### config.mk
export PLATFORM = sky130hd
export DESIGN_NAME = ipv4_header_checker_core
export DESIGN_NICKNAME = d
export VERILOG_FILES = /design/src/rtl/core/ihc_pkg.sv /design/src/rtl/core/ihc_front.sv /design/src/rtl/core/ihc_fifo.sv /design/src/rtl/core/ihc_back.sv /design/src/rtl/core/ipv4_header_checker_core.sv
export SDC_FILE = /design/constraint.sdc
export NUM_CORES = 1
export LEC_CHECK = 0
export ABC_AREA = 0
export BUFFER_PORTS_ARGS = -buffer_cell sky130_fd_sc_hd__buf_4
export CORE_MARGIN = 3
export CORE_UTILIZATION = 39
export CTS_CLUSTER_DIAMETER = 200
export DETAILED_ROUTE_END_ITERATION = 8
export PLACE_DENSITY = 0.62
export SLEW_MARGIN = 20
export SYNTH_ARGS = -nofsm -noshare
export SYNTH_HDL_FRONTEND = slang
export SYNTH_HIERARCHICAL = 1
export SYNTH_SLANG_ARGS = --single-unit
### constraint.sdc
create_clock -name clk -period 8.2 [get_ports clk]
set_input_delay 0.41 -clock clk [delete_from_list [all_inputs] [get_ports clk]]
set_output_delay 0.41 -clock clk [all_outputs]
set_load 0.05 [all_outputs]
### src/rtl/core/ihc_pkg.sv
// Shared types and constants for the IPv4 header checker core.
package ihc_pkg;

	localparam int COUNT_WIDTH = 16;
	localparam int QUEUE_DEPTH = 2;
	localparam int QPTR_W      = $clog2(QUEUE_DEPTH);
	localparam int QCNT_W      = $clog2(QUEUE_DEPTH + 1);

	typedef logic [COUNT_WIDTH-1:0] count_t;

	localparam count_t     COUNT_MAX  = '1;
	localparam logic [5:0] MIN_HEADER = 6'd20;
	localparam logic [3:0] IP_VERSION = 4'd4;
	localparam logic [3:0] IHL_MASK   = 4'hf;
	localparam logic [7:0] PROTO_ICMP = 8'd1;
	localparam logic [7:0] PROTO_UDP  = 8'd17;
	localparam logic [7:0] PROTO_TCP  = 8'd6;
	localparam logic [15:0] SUM_GOOD  = 16'hffff;

	typedef enum logic [2:0] {
		VERDICT_ACCEPT   = 3'd0,
		VERDICT_SHORT    = 3'd1,
		VERDICT_BAD_IHL  = 3'd2,
		VERDICT_BAD_LEN  = 3'd3,
		VERDICT_BAD_SUM  = 3'd4,
		VERDICT_NOT_OURS = 3'd5,
		VERDICT_BAD_PROTO = 3'd6
	} verdict_t;

	typedef enum logic [1:0] {
		KIND_ICMP = 2'd0,
		KIND_UDP  = 2'd1,
		KIND_TCP  = 2'd2
	} kind_t;

	// Per-packet summary word handed from the parser to the judge.
	typedef struct packed {
		logic [7:0]  ver_ihl;
		logic [15:0] total_len;
		logic [7:0]  protocol;
		logic [31:0] src;
		logic [31:0] dst;
		logic [15:0] csum;
		count_t      len;
	} pkt_summary_t;

	function automatic logic [5:0] ihl_bytes(input logic [7:0] ver_ihl);
		logic [3:0] w;
		w = ver_ihl[3:0] & IHL_MASK;
		return {w, 2'b00};
	endfunction

endpackage

### src/rtl/core/ihc_front.sv
// Byte parser: counts bytes, captures header fields, sums header words.
module ihc_front (
	input  logic                 clk,
	input  logic                 arst_n,
	input  logic                 in_valid,
	output logic                 in_ready,
	input  logic [7:0]           data_byte,
	input  logic                 last_byte,
	input  logic                 q_full,
	output logic                 sum_push,
	output ihc_pkg::pkt_summary_t sum_word
);
	import ihc_pkg::*;

	count_t      cnt_q;
	logic [7:0]  vhb_q, proto_q, hold_q;
	logic [15:0] tlen_q, acc_q;
	logic [31:0] src_q, dst_q;

	logic [7:0]  vhb_n, proto_n, hold_n;
	logic [15:0] tlen_n, acc_n;
	logic [31:0] src_n, dst_n;
	logic [5:0]  ihl;
	logic [16:0] wsum;
	count_t      len;
	logic        accept;

	assign in_ready = !q_full;
	assign accept   = in_valid && !q_full;
	assign sum_push = accept && last_byte;

	always_comb begin
		vhb_n  = (cnt_q == '0) ? data_byte : vhb_q;
		ihl    = ihl_bytes(vhb_n);
		tlen_n = tlen_q;
		proto_n = proto_q;
		src_n  = src_q;
		dst_n  = dst_q;
		hold_n = hold_q;
		acc_n  = acc_q;
		wsum   = {1'b0, acc_q} + {1'b0, hold_q, data_byte};
		if (cnt_q == count_t'(2)) begin
			tlen_n = {data_byte, 8'h00};
		end else if (cnt_q == count_t'(3)) begin
			tlen_n = {tlen_q[15:8], data_byte};
		end else if (cnt_q == count_t'(9)) begin
			proto_n = data_byte;
		end else if (cnt_q >= count_t'(12) && cnt_q < count_t'(16)) begin
			src_n = {src_q[23:0], data_byte};
		end else if (cnt_q >= count_t'(16) && cnt_q < count_t'(20)) begin
			dst_n = {dst_q[23:0], data_byte};
		end
		if (cnt_q < count_t'(ihl)) begin
			if (!cnt_q[0]) begin
				hold_n = data_byte;
			end else begin
				// end-around carry
				acc_n = wsum[15:0] + {15'd0, wsum[16]};
			end
		end
		len = (cnt_q != COUNT_MAX) ? cnt_q + count_t'(1) : COUNT_MAX;
		sum_word = '{ver_ihl: vhb_n, total_len: tlen_n, protocol: proto_n,
			src: src_n, dst: dst_n, csum: acc_n, len: len};
	end

	always_ff @(posedge clk or negedge arst_n) begin
		if (!arst_n) begin
			cnt_q   <= '0;
			vhb_q   <= '0;
			tlen_q  <= '0;
			proto_q <= '0;
			src_q   <= '0;
			dst_q   <= '0;
			acc_q   <= '0;
			hold_q  <= '0;
		end else if (accept) begin
			if (last_byte) begin
				cnt_q   <= '0;
				vhb_q   <= '0;
				tlen_q  <= '0;
				proto_q <= '0;
				src_q   <= '0;
				dst_q   <= '0;
				acc_q   <= '0;
				hold_q  <= '0;
			end else begin
				cnt_q   <= len;
				vhb_q   <= vhb_n;
				tlen_q  <= tlen_n;
				proto_q <= proto_n;
				src_q   <= src_n;
				dst_q   <= dst_n;
				acc_q   <= acc_n;
				hold_q  <= hold_n;
			end
		end
	end

	a_clear_after_last: assert property (@(posedge clk) disable iff (!arst_n)
		sum_push |=> (cnt_q == '0 && acc_q == '0))
		else $error("packet state not cleared after last byte");

endmodule

### src/rtl/core/ihc_fifo.sv
// Two-entry queue of packet summary words between parser and judge.
module ihc_fifo (
	input  logic                  clk,
	input  logic                  arst_n,
	input  logic                  push,
	input  ihc_pkg::pkt_summary_t push_word,
	input  logic                  pop,
	output ihc_pkg::pkt_summary_t head_word,
	output logic                  full,
	output logic                  empty
);
	import ihc_pkg::*;

	pkt_summary_t            mem_q [QUEUE_DEPTH];
	logic [QPTR_W-1:0]       wr_ptr_q, rd_ptr_q;
	logic [QCNT_W-1:0]       cnt_q;

	assign full      = (cnt_q == QCNT_W'(QUEUE_DEPTH));
	assign empty     = (cnt_q == '0);
	assign head_word = mem_q[rd_ptr_q];

	always_ff @(posedge clk) begin
		if (push) begin
			mem_q[wr_ptr_q] <= push_word;
		end
	end

	always_ff @(posedge clk or negedge arst_n) begin
		if (!arst_n) begin
			wr_ptr_q <= '0;
			rd_ptr_q <= '0;
			cnt_q    <= '0;
		end else begin
			if (push) begin
				wr_ptr_q <= wr_ptr_q + QPTR_W'(1);
			end
			if (pop) begin
				rd_ptr_q <= rd_ptr_q + QPTR_W'(1);
			end
			unique case ({push, pop})
				2'b10:   cnt_q <= cnt_q + QCNT_W'(1);
				2'b01:   cnt_q <= cnt_q - QCNT_W'(1);
				default: cnt_q <= cnt_q;
			endcase
		end
	end

	a_no_overflow: assert property (@(posedge clk) disable iff (!arst_n)
		push |-> !full)
		else $error("summary queue overflow");

	a_no_underflow: assert property (@(posedge clk) disable iff (!arst_n)
		pop |-> !empty)
		else $error("summary queue underflow");

endmodule

### src/rtl/core/ihc_back.sv
// Judge: turns a packet summary into a verdict word and holds it for output.
module ihc_back (
	input  logic                  clk,
	input  logic                  arst_n,
	input  logic                  cfg_we,
	input  logic [31:0]           cfg_wdata,
	input  logic                  q_empty,
	input  ihc_pkg::pkt_summary_t head_word,
	output logic                  q_pop,
	output logic                  out_valid,
	input  logic                  out_ready,
	output logic [2:0]            verdict,
	output logic [1:0]            protocol_kind,
	output logic [31:0]           source_address,
	output logic [5:0]            payload_offset,
	output logic [15:0]           payload_length
);
	import ihc_pkg::*;

	logic [31:0] local_addr_q;
	logic        valid_q;
	verdict_t    verdict_q, verdict_n;
	kind_t       kind_q, kind_n;
	logic [31:0] src_q;
	logic [5:0]  off_q;
	logic [15:0] plen_q;
	logic [5:0]  ihl;

	assign q_pop = !q_empty && (!valid_q || out_ready);

	always_comb begin
		ihl    = ihl_bytes(head_word.ver_ihl);
		kind_n = KIND_ICMP;
		priority if (head_word.len < count_t'(MIN_HEADER)) begin
			verdict_n = VERDICT_SHORT;
		end else if (head_word.ver_ihl[7:4] != IP_VERSION || ihl < MIN_HEADER
				|| count_t'(ihl) > head_word.len) begin
			verdict_n = VERDICT_BAD_IHL;
		end else if (head_word.total_len < {10'd0, ihl}
				|| count_t'(head_word.total_len) > head_word.len) begin
			verdict_n = VERDICT_BAD_LEN;
		end else if (head_word.csum != SUM_GOOD) begin
			verdict_n = VERDICT_BAD_SUM;
		end else if (head_word.dst != local_addr_q) begin
			verdict_n = VERDICT_NOT_OURS;
		end else if (head_word.protocol == PROTO_ICMP) begin
			verdict_n = VERDICT_ACCEPT;
		end else if (head_word.protocol == PROTO_UDP) begin
			verdict_n = VERDICT_ACCEPT;
			kind_n    = KIND_UDP;
		end else if (head_word.protocol == PROTO_TCP) begin
			verdict_n = VERDICT_ACCEPT;
			kind_n    = KIND_TCP;
		end else begin
			verdict_n = VERDICT_BAD_PROTO;
		end
	end

	always_ff @(posedge clk or negedge arst_n) begin
		if (!arst_n) begin
			local_addr_q <= '0;
		end else if (cfg_we) begin
			local_addr_q <= cfg_wdata;
		end
	end

	always_ff @(posedge clk or negedge arst_n) begin
		if (!arst_n) begin
			valid_q <= 1'b0;
		end else if (q_pop) begin
			valid_q <= 1'b1;
		end else if (out_ready) begin
			valid_q <= 1'b0;
		end
	end

	always_ff @(posedge clk) begin
		if (q_pop) begin
			verdict_q <= verdict_n;
			if (verdict_n == VERDICT_ACCEPT) begin
				kind_q <= kind_n;
				src_q  <= head_word.src;
				off_q  <= ihl;
				plen_q <= head_word.total_len - {10'd0, ihl};
			end else begin
				kind_q <= KIND_ICMP;
				src_q  <= '0;
				off_q  <= '0;
				plen_q <= '0;
			end
		end
	end

	assign out_valid      = valid_q;
	assign verdict        = verdict_q;
	assign protocol_kind  = kind_q;
	assign source_address = src_q;
	assign payload_offset = off_q;
	assign payload_length = plen_q;

	a_reject_zeroed: assert property (@(posedge clk) disable iff (!arst_n)
		(valid_q && verdict_q != VERDICT_ACCEPT) |->
		(src_q == '0 && off_q == '0 && plen_q == '0 && kind_q == KIND_ICMP))
		else $error("rejected word carries nonzero fields");

	a_pop_loads: assert property (@(posedge clk) disable iff (!arst_n)
		q_pop |=> valid_q)
		else $error("popped summary not presented");

	a_accept_offset: assert property (@(posedge clk) disable iff (!arst_n)
		(valid_q && verdict_q == VERDICT_ACCEPT) |-> off_q >= MIN_HEADER)
		else $error("accepted packet with short header offset");

endmodule

### src/rtl/core/ipv4_header_checker_core.sv
// IPv4 header checker: one byte per cycle in while in_ready is high, one verdict word per packet out.
// Throughput: one byte per cycle while the summary queue has room; a packet's verdict queues behind earlier ones.
// Path: the parser pushes the summary into the queue when the last byte is taken; the judge registers the verdict word.
// The byte side stalls only when the two-entry summary queue is full.
// Reset (arst_n low, asynchronous) clears byte count, captured fields, queue and local address.
module ipv4_header_checker_core (
	input  logic        clk,
	input  logic        arst_n,
	input  logic        in_valid,
	output logic        in_ready,
	input  logic [7:0]  data_byte,
	input  logic        last_byte,
	input  logic        cfg_we,
	input  logic [31:0] cfg_wdata,
	output logic        out_valid,
	input  logic        out_ready,
	output logic [2:0]  verdict,
	output logic [1:0]  protocol_kind,
	output logic [31:0] source_address,
	output logic [5:0]  payload_offset,
	output logic [15:0] payload_length
);
	import ihc_pkg::*;

	pkt_summary_t push_word, head_word;
	logic         push, pop, q_full, q_empty;

	ihc_front u_front (
		.clk       (clk),
		.arst_n    (arst_n),
		.in_valid  (in_valid),
		.in_ready  (in_ready),
		.data_byte (data_byte),
		.last_byte (last_byte),
		.q_full    (q_full),
		.sum_push  (push),
		.sum_word  (push_word)
	);

	ihc_fifo u_fifo (
		.clk       (clk),
		.arst_n    (arst_n),
		.push      (push),
		.push_word (push_word),
		.pop       (pop),
		.head_word (head_word),
		.full      (q_full),
		.empty     (q_empty)
	);

	ihc_back u_back (
		.clk            (clk),
		.arst_n         (arst_n),
		.cfg_we         (cfg_we),
		.cfg_wdata      (cfg_wdata),
		.q_empty        (q_empty),
		.head_word      (head_word),
		.q_pop          (pop),
		.out_valid      (out_valid),
		.out_ready      (out_ready),
		.verdict        (verdict),
		.protocol_kind  (protocol_kind),
		.source_address (source_address),
		.payload_offset (payload_offset),
		.payload_length (payload_length)
	);

endmodule
==> out/qor.yml, run 1 <==
placed_design:
  placed_area_um2: 23900
  port_buffers: 104
  dpl.hpwl_um: 31000
  gp_congestion: 0.846
sta:
  min_period_over_period_pct: 54.6
  slew_headroom_pct: 20.9
  fmax_mhz: 223
  rsz0062_at_grt: "no"
  fin_crit_ns: 4.48
  finalHoldViolations: 0
  setup_viol: 0
  clock_skew_ns: 0.0214
  slew_viol_final: 0
  hold_ws_ns: 0.0534
  fin_setup_tns_ns: 0
  tightest_slew_ns: 1.18
pwr:
  power_mw: 8.30
  p_leak_nw: 9.87
  swShare_pct: 34.1
  p_sw_mw: 2.83
  p_int_mw: 5.47
  p_per_area_nw_per_um2: 325
  peakVddDrop_v: 0.000198
  pwr-share-seq_pct: 41.0
  clockPowerShare_pct: 27.1
  combPwrFrac_pct: 31.9
grt:
  antenna_found_initial: 1
  grt_pass1_vias: 13600
  grt_pass1_wl_um: 77900
  grt-ovfl-total: 0
  grtUsageTotal_pct: 16.2
  grt_max_degree: 79
floorplan:
  pin_count: 107
  placementRows: 87
  coreArea_um2: 56800
  die_y_um: 246
  initial_utilization_pct: 39.7
  fp.dieW_um: 246
  die-area_um2: 60700
flow_run:
  maxCapViolations: 0
finish:
  area_growth_pct: 13.3
  layout_common_cells: "313 x edfxtp_1, 239 x mux2_2, 172 x dfrtp_1, 142 x nand2_1, 115 x buf_4"
  nFillCells: 5074
  diodes: 0
  layout_commonest_cell: "edfxtp_1"
  nNetsFinal: 1828
  final_area_um2: 25500
  drive_gt1_share_pct: 26.6
clocking:
  cts.path.max_buffers: 3
  root_buffer: "clkbuf_16"
  cts-buffers-inserted: 52
  cts.sinks: 486
  cts_tree: "yes"
  cts_resized: 0
  post_cts_buffers: 0
  cts_max_level: 2
  clkSlewWorstSetupHoldPaths_ns: 0.06
  clk_latency_ns: 0.59
worst_setup_path:
  crit_buf_inv: 2
  end_kind: "flip-flop"
  slowest_stage: "dfrtp_4"
  cp.required_ns: 8.51
  crit_type: "flip-flop to flip-flop"
  slowest_delay_ns: 1.04
  path_max_fanout: 68
  critPathLaunchType: "flip-flop"
  worst_ep_arrival_time_ns: 4.78
  critPathTopFamily: "flip-flops"
  path_cells: "buf_12 -> mux2_2 -> ha_1 -> nand4_1 -> or4_1 -> a21oi_1 -> nor4_1 -> o2111ai_4 -> buf_4 -> nor3b_1"
run_status:
  status: "completed"
route:
  routed-via-count: 13600
  viasPerCell: 5.37
  routed_wl_um: 49200
  wl_per_cell_um: 19.5
  first_pass_iters: 5
  ant_nets: 0
  drt_iter0_markers: 1030
  drc: 0
synthesis:
  synth_top_family_by_area: "multiplexers"
  synth-edff-count: 313
  seq_area_frac_synth_pct: 60.9
  avgSynthCellArea_um2: 13.6
  ys.flop_type: "edfxtp_1"
  synth.distinct_cells: 75
  ys_warn_count: 6
  post_synth_mux_area_share_pct: 12.2
  syn_area_um2: 22500
  synth-seq-cells: 486
  async_reset_ff_share_pct: 35.6
  synth_compound_area_share_pct: 9.35
  synth_xor_area_share_pct: 3.19
  synth_adder_area_share_pct: 2.95
  syn_inst: 1656
  synth-simple-area-share_pct: 8.13
min_path:
  hold_class: "input port to flip-flop"
## state kept, by name (all words and copies together), names as in the netlist, 16 cells and up
| register | cells |
|---|---|
| u_fifo/mem_q | 256 |
| u_front/src_q | 32 |
| u_back/payload_length | 16 |
| u_front/dst_q | 32 |
| u_front/acc_q | 16 |
| u_front/tlen_q | 16 |
| u_back/source_address | 32 |
| u_front/cnt_q | 16 |
| u_back/local_addr_q | 32 |
## cell usage after synthesis, drive strengths merged, types with 12 or more instances
cell type | n | area share (%)
a21o | 14 | 0.47
edfxtp | 313 | 42
o21ai | 81 | 1.9
buf | 39 | 1.5
a22o | 73 | 2.8
a22oi | 40 | 1.3
clkbuf | 62 | 1.0
nand4 | 21 | 0.58
nor3 | 32 | 0.76
xor2 | 15 | 0.58
xnor2 | 67 | 2.6
nor2 | 26 | 0.44
nor3b | 36 | 1.2
nor4 | 15 | 0.54
mux2 | 240 | 12
inv | 42 | 0.70
nand3 | 22 | 0.51
nand2 | 143 | 2.4
ha | 50 | 2.8
a21oi | 47 | 1.1
dfrtp | 173 | 19
and3 | 12 | 0.33
## metrics by stage
step           std cells  setup WS [ns]  utilization [%]
2_1_floorplan       1657          0.772                -
3_3_place_gp        2431           3.67             42.0
3_5_place_dp        2431           3.54             42.1
4_1_cts             2529           3.66             44.9
5_1_grt             2529           3.32             45.0
6_report            2529           3.72             45.0
## cells by family after synthesis
kind of cell / Yosys count
multiplexers: 244
XOR/XNOR: 82
AO/OA/AOI/OAI: 299
buffers and inverters: 143
adder cells (fa/ha/maj): 52
AND/OR/NAND/NOR: 349
other: 1
flip-flops: 486
## power by group through the flow
stage                     registers (mW)  logic, mW  clock network, mW
after global routing                3.45       2.88               2.41
final                               3.41       2.65               2.25
after global placement              3.44       2.60                  0
after detailed placement            3.46       2.64                  0
after floorplan                     3.65       1.83                  0
after CTS                           3.41       2.66               2.31
## area by class of cell
type                            count  area [µm²]  share of cell area, %
Clock inverter                     20         186                  0.730
Clock buffer                       77        1450                   5.66
Sequential cell                   486       13700                   53.8
Inverter                           42         158                  0.617
Tap cell                          756         946                   3.70
Timing Repair Buffer              120         927                   3.63
Multi-Input combinational cell   1028        8150                   31.9
## metal layers
layer  track usage (%)  up-vias  part of all wire, %
met4              4.71        0                  2.4
met1              22.9     6871                   47
met3              2.19       79                  3.9
met5                 0        -                    0
li1                  -     6346                    -
met2              26.1      292                   47
## what timing repair did
item | CTS | global route
endpoints found under the setup margin | 0 | 0
hold endpoints to repair | 34 | 0
hold buffers | 1 | 0
## path summary, 6_finish.rpt
kind | start | to | slack (ns) | cells past startpoint
min in group asynchronous | arst_n | u_front/cnt_q[8] | 0.31 | 2
worst max register to register | u_fifo/rd_ptr_q | u_back/source_address[7] | 3.72 | 10
max in group asynchronous | arst_n | u_fifo/rd_ptr_q | 6.47 | 3
worst min-delay path | cfg_wdata[16] | u_back/local_addr_q[16] | 0.05 | 2
worst min register to register | u_fifo/cnt_q[1] | u_fifo/cnt_q[1] | 0.49 | 1
worst max-delay path | u_fifo/rd_ptr_q | u_back/source_address[7] | 3.72 | 10
(Power assumes the default switching activity.)
==> run 2: changes to the inputs <==
ABC_AREA = 1   (was 0)
clock period = 4.5 ns   (was 8.2 ns; I/O delays follow)
==> run 2 against run 1 <==
Against the previous run:
- via count is 21% higher
- wire length grew 7.3%
- clock power up 110%
- synthesized cell count grew 49%
- sequential cell count did not move
- power rose by 99%
- critical path depth grew 3
- worst setup slack got worse by 3.1 ns
- critical endpoint is now u_back/source_address[22]
==> out/qor.yml, run 2 <==
run_status:
  status: "completed"
clocking:
  cts.path.max_buffers: 3
  post_cts_buffers: 0
  cts-buffers-inserted: 54
  cts_max_level: 2
  root_buffer: "clkbuf_16"
  cts_tree: "yes"
  cts.sinks: 486
  clkSlewWorstSetupHoldPaths_ns: 0.06
  clk_latency_ns: 0.60
synthesis:
  syn_area_um2: 23200
  syn_inst: 2473
  ys.flop_type: "edfxtp_1"
  ys_top_cells_by_count: "575 x nand2_1, 527 x inv_1, 313 x edfxtp_1"
  yosys.area.top_type: "edfxtp_1"
  synth-seq-cells: 486
  synth.distinct_cells: 46
  netlist_top_cells_area: "edfxtp_1 40%, dfrtp_1 19%, nand2_1 9.3%, inv_1 8.5%, o21ai_0 5.0%"
  ys_warn_count: 6
  avgSynthCellArea_um2: 9.39
  seq_area_frac_synth_pct: 59.1
  async_reset_ff_share_pct: 35.6
  netlist.area_leader.share_pct: 40.5
  synth.most_common_cell: "nand2_1"
  synth-edff-count: 313
route:
  viasPerCell: 4.81
  routed_wl_um: 52800
  drc: 0
  wl_per_cell_um: 15.5
  drt_iter0_markers: 1079
  ant_nets: 0
  first_pass_iters: 5
  routed-via-count: 16400
floorplan:
  die-area_um2: 62500
  die_y_um: 250
  initial_utilization_pct: 39.9
  placementRows: 88
  coreArea_um2: 58200
  pin_count: 107
  fp.dieW_um: 250
worst_setup_path:
  r2r_end: "u_back/source_address[22]"
  end_kind: "flip-flop"
  path_max_fanout: 66
  reg2reg_depth: 13
  crit_path_end: "u_back/source_address[22]"
  r2r_start: "u_fifo/rd_ptr_q"
  critPathLaunchType: "flip-flop"
  worst_ep_arrival_time_ns: 4.20
  slowest_stage: "o21ai_0"
  crit_type: "flip-flop to flip-flop"
  slowest_delay_ns: 0.75
  rrSetupSlack_ns: 0.64
  cp_common_cell: "nand2_1"
  path_cells: "o21ai_0 -> ha_1 -> a21oi_1 -> o21ai_0 -> a21oi_1 -> nand2_1 -> nand2_1 -> nand2_1 -> nor2_1 -> nor2_2 -> nand2_4 -> buf_12 -> nor2_1"
  cp-startpoint: "u_fifo/rd_ptr_q"
  crit_buf_inv: 1
  cp.required_ns: 4.83
  critPathTopFamily: "compound AO/OA/AOI/OAI gates"
  crit_cells: 13
finish:
  layout_commonest_cell: "nand2_1"
  final_area_um2: 27000
  max_flop_register: "u_fifo/mem_q"
  area_growth_pct: 16.3
  largest_reg_flops: 256
  diodes: 0
  nNetsFinal: 2697
  finalNonFillerCells: 3410
  drive_gt1_share_pct: 11.3
  layout_common_cells: "575 x nand2_1, 525 x inv_1, 313 x edfxtp_1, 231 x o21ai_0, 172 x dfrtp_1"
placed_design:
  placed_area_um2: 24700
  placed_cells: 3273
  dpl.hpwl_um: 34400
  port_buffers: 104
  gp_congestion: 0.869
  dpl_worst_slack_ns: 0.755
flow_run:
  maxCapViolations: 0
sta:
  slew_headroom_pct: 23.9
  fin_ws_ns: 0.637
  slew_viol_final: 0
  fin_setup_tns_ns: 0
  finalHoldViolations: 0
  rsz0062_at_grt: "no"
  setup_viol: 0
  clock_skew_ns: 0.0233
  fmax_mhz: 259
  tightest_slew_ns: 1.14
  fin_crit_ns: 3.86
  min_period_over_period_pct: 85.9
min_path:
  worstHoldStart: "last_byte"
  hold_class: "input port to flip-flop"
pwr:
  peakVddDrop_v: 0.000383
  p_leak_nw: 13.0
  p_per_area_nw_per_um2: 612
  power_mw: 16.5
grt:
  grtUsageTotal_pct: 16.6
  grt_max_degree: 129
  grt_pass1_vias: 15900
  grt-ovfl-total: 0
  grt_pass1_wl_um: 83700
  antenna_found_initial: 0
-- run 2: cell types whose count changed after synthesis, sizes merged, moves of 97 or more --
cell   before  now
inv        42  533
mux2      240   10
nor2       26  135
nand2     143  592
o21ai      81  270
o22ai       0   97
-- run 2: what timing repair did --
item                      4_1_cts  5_1_grt
gates resized for setup         0        0
hold buffers                   34        0
hold endpoints to repair      137        0
-- run 2: cells by family (layout without fill, tap and decap cells) --
kind of cell / after synthesis / in the layout / share of synthesized area (%)
AND/OR/NAND/NOR: 847 / 847 / 15.3
buffers and inverters: 620 / 791 / 10.7
flip-flops: 486 / 486 / 59.1
AO/OA/AOI/OAI: 420 / 420 / 10.1
adder cells (fa/ha/maj): 52 / 52 / 2.87
XOR/XNOR: 37 / 37 / 1.40
multiplexers: 10 / 10 / 0.485
other: 1 / 2 / 0.0162
-- run 2: area by class of cell --
cell class,instances,area [µm²]
Clock buffer,65,1470
Fill cell,5387,31200
Clock inverter,37,432
Tap cell,765,957
Inverter,533,2000
Multi-Input combinational cell,1368,7030
Sequential cell,486,13700
Timing Repair Buffer,156,1370
-- run 2: stage by stage --
stage | hold WS (ns) | util (%)
final | 0.0544 | 46.4
after global routing | 0.0573 | 46.4
after CTS | 0.0133 | 46.3
after detailed placement | 0.447 | 42.4
after floorplan | -0.0706 | -
after global placement | 0.443 | 42.4
-- run 2: worst register-to-register path: cells and delay by family (launching register included) --
family / cells / cell delay, ns
AOI/OAI and AO/OA: 4 / 1.32
buffers and inverters: 1 / 0.23
DFF: 1 / 0.70
adders and majority gates: 1 / 0.40
and+or+nand+nor: 7 / 0.94
-- run 2: worst min path at each step --
| stage | endpoint | slack [ns] | depth (start not counted) |
|---|---|---|---|
| after floorplan | u_back/local_addr_q[0] | -0.07 | 0 |
| after global placement | u_back/local_addr_q[9] | 0.44 | 3 |
| after detailed placement | u_back/local_addr_q[25] | 0.45 | 3 |
| after CTS | u_front/hold_q[6] | 0.01 | 3 |
| after global routing | u_front/hold_q[7] | 0.06 | 3 |
| final | u_front/cnt_q[9] | 0.05 | 4 |
-- run 2: power breakdown --
group / switching [mW] / internal, mW
logic: 4.00 / 1.72
clock network: 1.84 / 2.81
registers: 0.406 / 5.76
-- run 2: metal layers --
metal | vias up | track usage (%) | share of wire [%]
li1 | 8229 | - | -
met1 | 7786 | 22.5 | 47
met2 | 323 | 27.7 | 47
met3 | 74 | 2.91 | 4.5
met4 | 0 | 4.47 | 2.2
met5 | - | 0 | 0
==> run 3: changes to the inputs <==
CTS_BUF_LIST = sky130_fd_sc_hd__clkbuf_16   (was default)
SYNTH_HIERARCHICAL = default   (was 1)
==> run 3 against run 2 <==
Against the previous run:
- non-clock buffer count increased by 5
- synthesized cell count is 9.4% lower
- register-to-register slack worse by 0.13 ns
- largest power group unchanged
- sequential share of layout area up 1.6 points
==> out/qor.yml, run 3 <==
clocking:
  cts.path.max_buffers: 3
  cts-buffers-inserted: 51
  cts_tree: "yes"
  cts_max_level: 2
  clkSlewWorstSetupHoldPaths_ns: 0.06
  root_buffer: "clkbuf_16"
  cts_resized: 0
  cts.sinks: 486
  clk_latency_ns: 0.59
worst_setup_path:
  path_cells: "buf_4 -> o21ai_0 -> ha_1 -> inv_1 -> fa_1 -> a21oi_1 -> nor2_1 -> nor2_1 -> nand3_1 -> nor2_1 -> nand4_1 -> and2_1 -> nand2_1 -> nand2_1 -> nand3_4 -> buf_4 -> nor2_1"
  worst_ep_arrival_time_ns: 4.33
  critPathLaunchType: "flip-flop"
  slowest_delay_ns: 0.58
  reg2reg_depth: 17
  rrSetupSlack_ns: 0.51
  crit_buf_inv: 3
  cp_common_cell: "nor2_1"
  slowest_stage: "dfrtp_4"
  cp-startpoint: "u_fifo.rd_ptr_q"
  crit_type: "flip-flop to flip-flop"
  r2r_start: "u_fifo.rd_ptr_q"
  r2r_end: "u_back.payload_length[7]"
  critPathTopFamily: "simple AND/OR/NAND/NOR gates"
  path_max_fanout: 22
  end_kind: "flip-flop"
  cp.required_ns: 4.84
finish:
  max_flop_register: "u_fifo.mem_q"
  finalNonFillerCells: 3171
  largest_reg_flops: 256
  diodes: 0
  nNetsFinal: 2471
  drive_gt1_share_pct: 12.0
  layout_commonest_cell: "nand2_1"
  layout_common_cells: "531 x nand2_1, 386 x inv_1, 313 x edfxtp_1, 172 x dfrtp_1, 159 x o21ai_0"
  area_growth_pct: 16.2
  nFillCells: 5251
min_path:
  holdPathEnd: "u_front.hold_q[0]"
  hold_class: "input port to flip-flop"
  min_path_cells: 3
  worstHoldStart: "data_byte[0]"
sta:
  fmax_mhz: 251
  rsz0062_at_grt: "no"
  tightest_slew_ns: 0.999
  setup_viol: 0
  slew_headroom_pct: 33.4
  slew_viol_final: 0
  finalHoldViolations: 0
  hold_ws_ns: 0.0630
  clock_skew_ns: 0.0277
  fin_setup_tns_ns: 0
  min_period_over_period_pct: 88.7
  fin_crit_ns: 3.99
synthesis:
  netlist_top_cells_area: "edfxtp_1 42%, dfrtp_1 19%, nand2_1 8.8%, inv_1 6.2%, o21ai_0 3.5%"
  yosys.area.top_type: "edfxtp_1"
  ys_top_cells_by_count: "531 x nand2_1, 375 x inv_1, 313 x edfxtp_1"
  netlist.area_leader.share_pct: 41.7
  ys_warn_count: 0
  avgSynthCellArea_um2: 10.1
  synth.distinct_cells: 45
  syn_area_um2: 22500
  syn_inst: 2241
  async_reset_ff_share_pct: 35.6
  synth-edff-count: 313
  ys.flop_type: "edfxtp_1"
  synth.most_common_cell: "nand2_1"
  synth-seq-cells: 486
  seq_area_frac_synth_pct: 60.9
route:
  drt_iter0_markers: 1220
  drc: 0
  routed_wl_um: 51800
  ant_nets: 0
  first_pass_iters: 5
  wl_per_cell_um: 16.3
  routed-via-count: 15600
  viasPerCell: 4.92
grt:
  grt_max_degree: 129
  grt_pass1_wl_um: 81700
  antenna_found_initial: 1
  grt_pass1_vias: 15300
  grtUsageTotal_pct: 17.1
  grt-ovfl-total: 0
pwr:
  p_leak_nw: 12.4
  p_per_area_nw_per_um2: 603
  power_mw: 15.8
  peakVddDrop_v: 0.000485
floorplan:
  placementRows: 87
  pin_count: 107
  die_y_um: 246
  fp.dieW_um: 246
  die-area_um2: 60700
  coreArea_um2: 56800
  initial_utilization_pct: 39.7
placed_design:
  placed_cells: 3042
  dpl.hpwl_um: 34300
  gp_congestion: 0.900
  port_buffers: 104
run_status:
  status: "completed"
flow_run:
  maxCapViolations: 0
-- run 3: layer usage --
metal	vias to the layer above	wire length [µm]	part of all wire, %	GRT usage [%]
met5	-	0	0	0
met4	0	1700	3.3	5.97
met3	95	2390	4.6	2.53
met2	357	24300	47	28.5
met1	7484	23400	45	22.7
li1	7652	-	-	-
-- run 3: how the worst max path moves through the flow --
| stage | to | slack, ns | cells past startpoint |
|---|---|---|---|
| 2_1_floorplan | u_fifo.mem_q[0][0] | -0.47 | 6 |
| 3_3_place_gp | u_back.payload_length[7] | 0.58 | 17 |
| 3_5_place_dp | u_back.payload_length[7] | 0.53 | 17 |
| 4_1_cts | u_back.payload_length[7] | 0.52 | 17 |
| 5_1_grt | u_back.payload_length[7] | 0.17 | 17 |
| 6_report | u_back.payload_length[7] | 0.51 | 17 |
-- run 3: logic make-up (layout without fill, tap and decap cells) --
group           count (synthesis)  after routing  synth area share [%]
compound gates                322            322                  8.17
simple gates                  815            815                  15.4
other cells                     1              2                0.0166
buf+inv                       459            632                  8.16
xor+xnor                       58             58                  2.25
mux                            48             48                  2.19
fa+ha+maj                      52             52                  2.95
flops                         486            486                  60.9
-- run 3: report_power, final --
| part | internal, mW | leakage, nW | total [mW] | switching, mW |
|---|---|---|---|---|
| clock network | 2.49 | 0.880 | 4.22 | 1.73 |
| logic | 1.64 | 6.18 | 5.46 | 3.82 |
| registers | 5.77 | 5.31 | 6.11 | 0.343 |
-- run 3: stage by stage --
| step | utilization (%) | area, µm² | worst slack (ns) |
|---|---|---|---|
| after floorplan | - | 22600 | -0.472 |
| after global placement | 42.5 | 24100 | 0.580 |
| after detailed placement | 42.5 | 24100 | 0.534 |
| after CTS | 46.1 | 26200 | 0.518 |
| after global routing | 46.1 | 26200 | 0.172 |
| final | 46.1 | 26200 | 0.510 |
-- run 3: timing repair --
item / in CTS / in global routing
buffers inserted: 0 / 0
hold buffers: 34 / 0
endpoints found under the hold margin: 131 / 0
-- run 3: cell type report --
class / instances / area (µm²) / area share [%]
tap: 756 / 946 / 3.61
multi-input combinational: 1297 / 7020 / 26.8
sequential: 486 / 13700 / 52.4
timing repair buffer: 161 / 1380 / 5.26
clock buffer: 55 / 1380 / 5.26
clock inverter: 40 / 322 / 1.23
inverter: 376 / 1410 / 5.40
-- run 3: worst min-delay path: stages --
cell,delay [ns]
buf_4,0.19
inv_1,0.10
o31ai_1,0.08
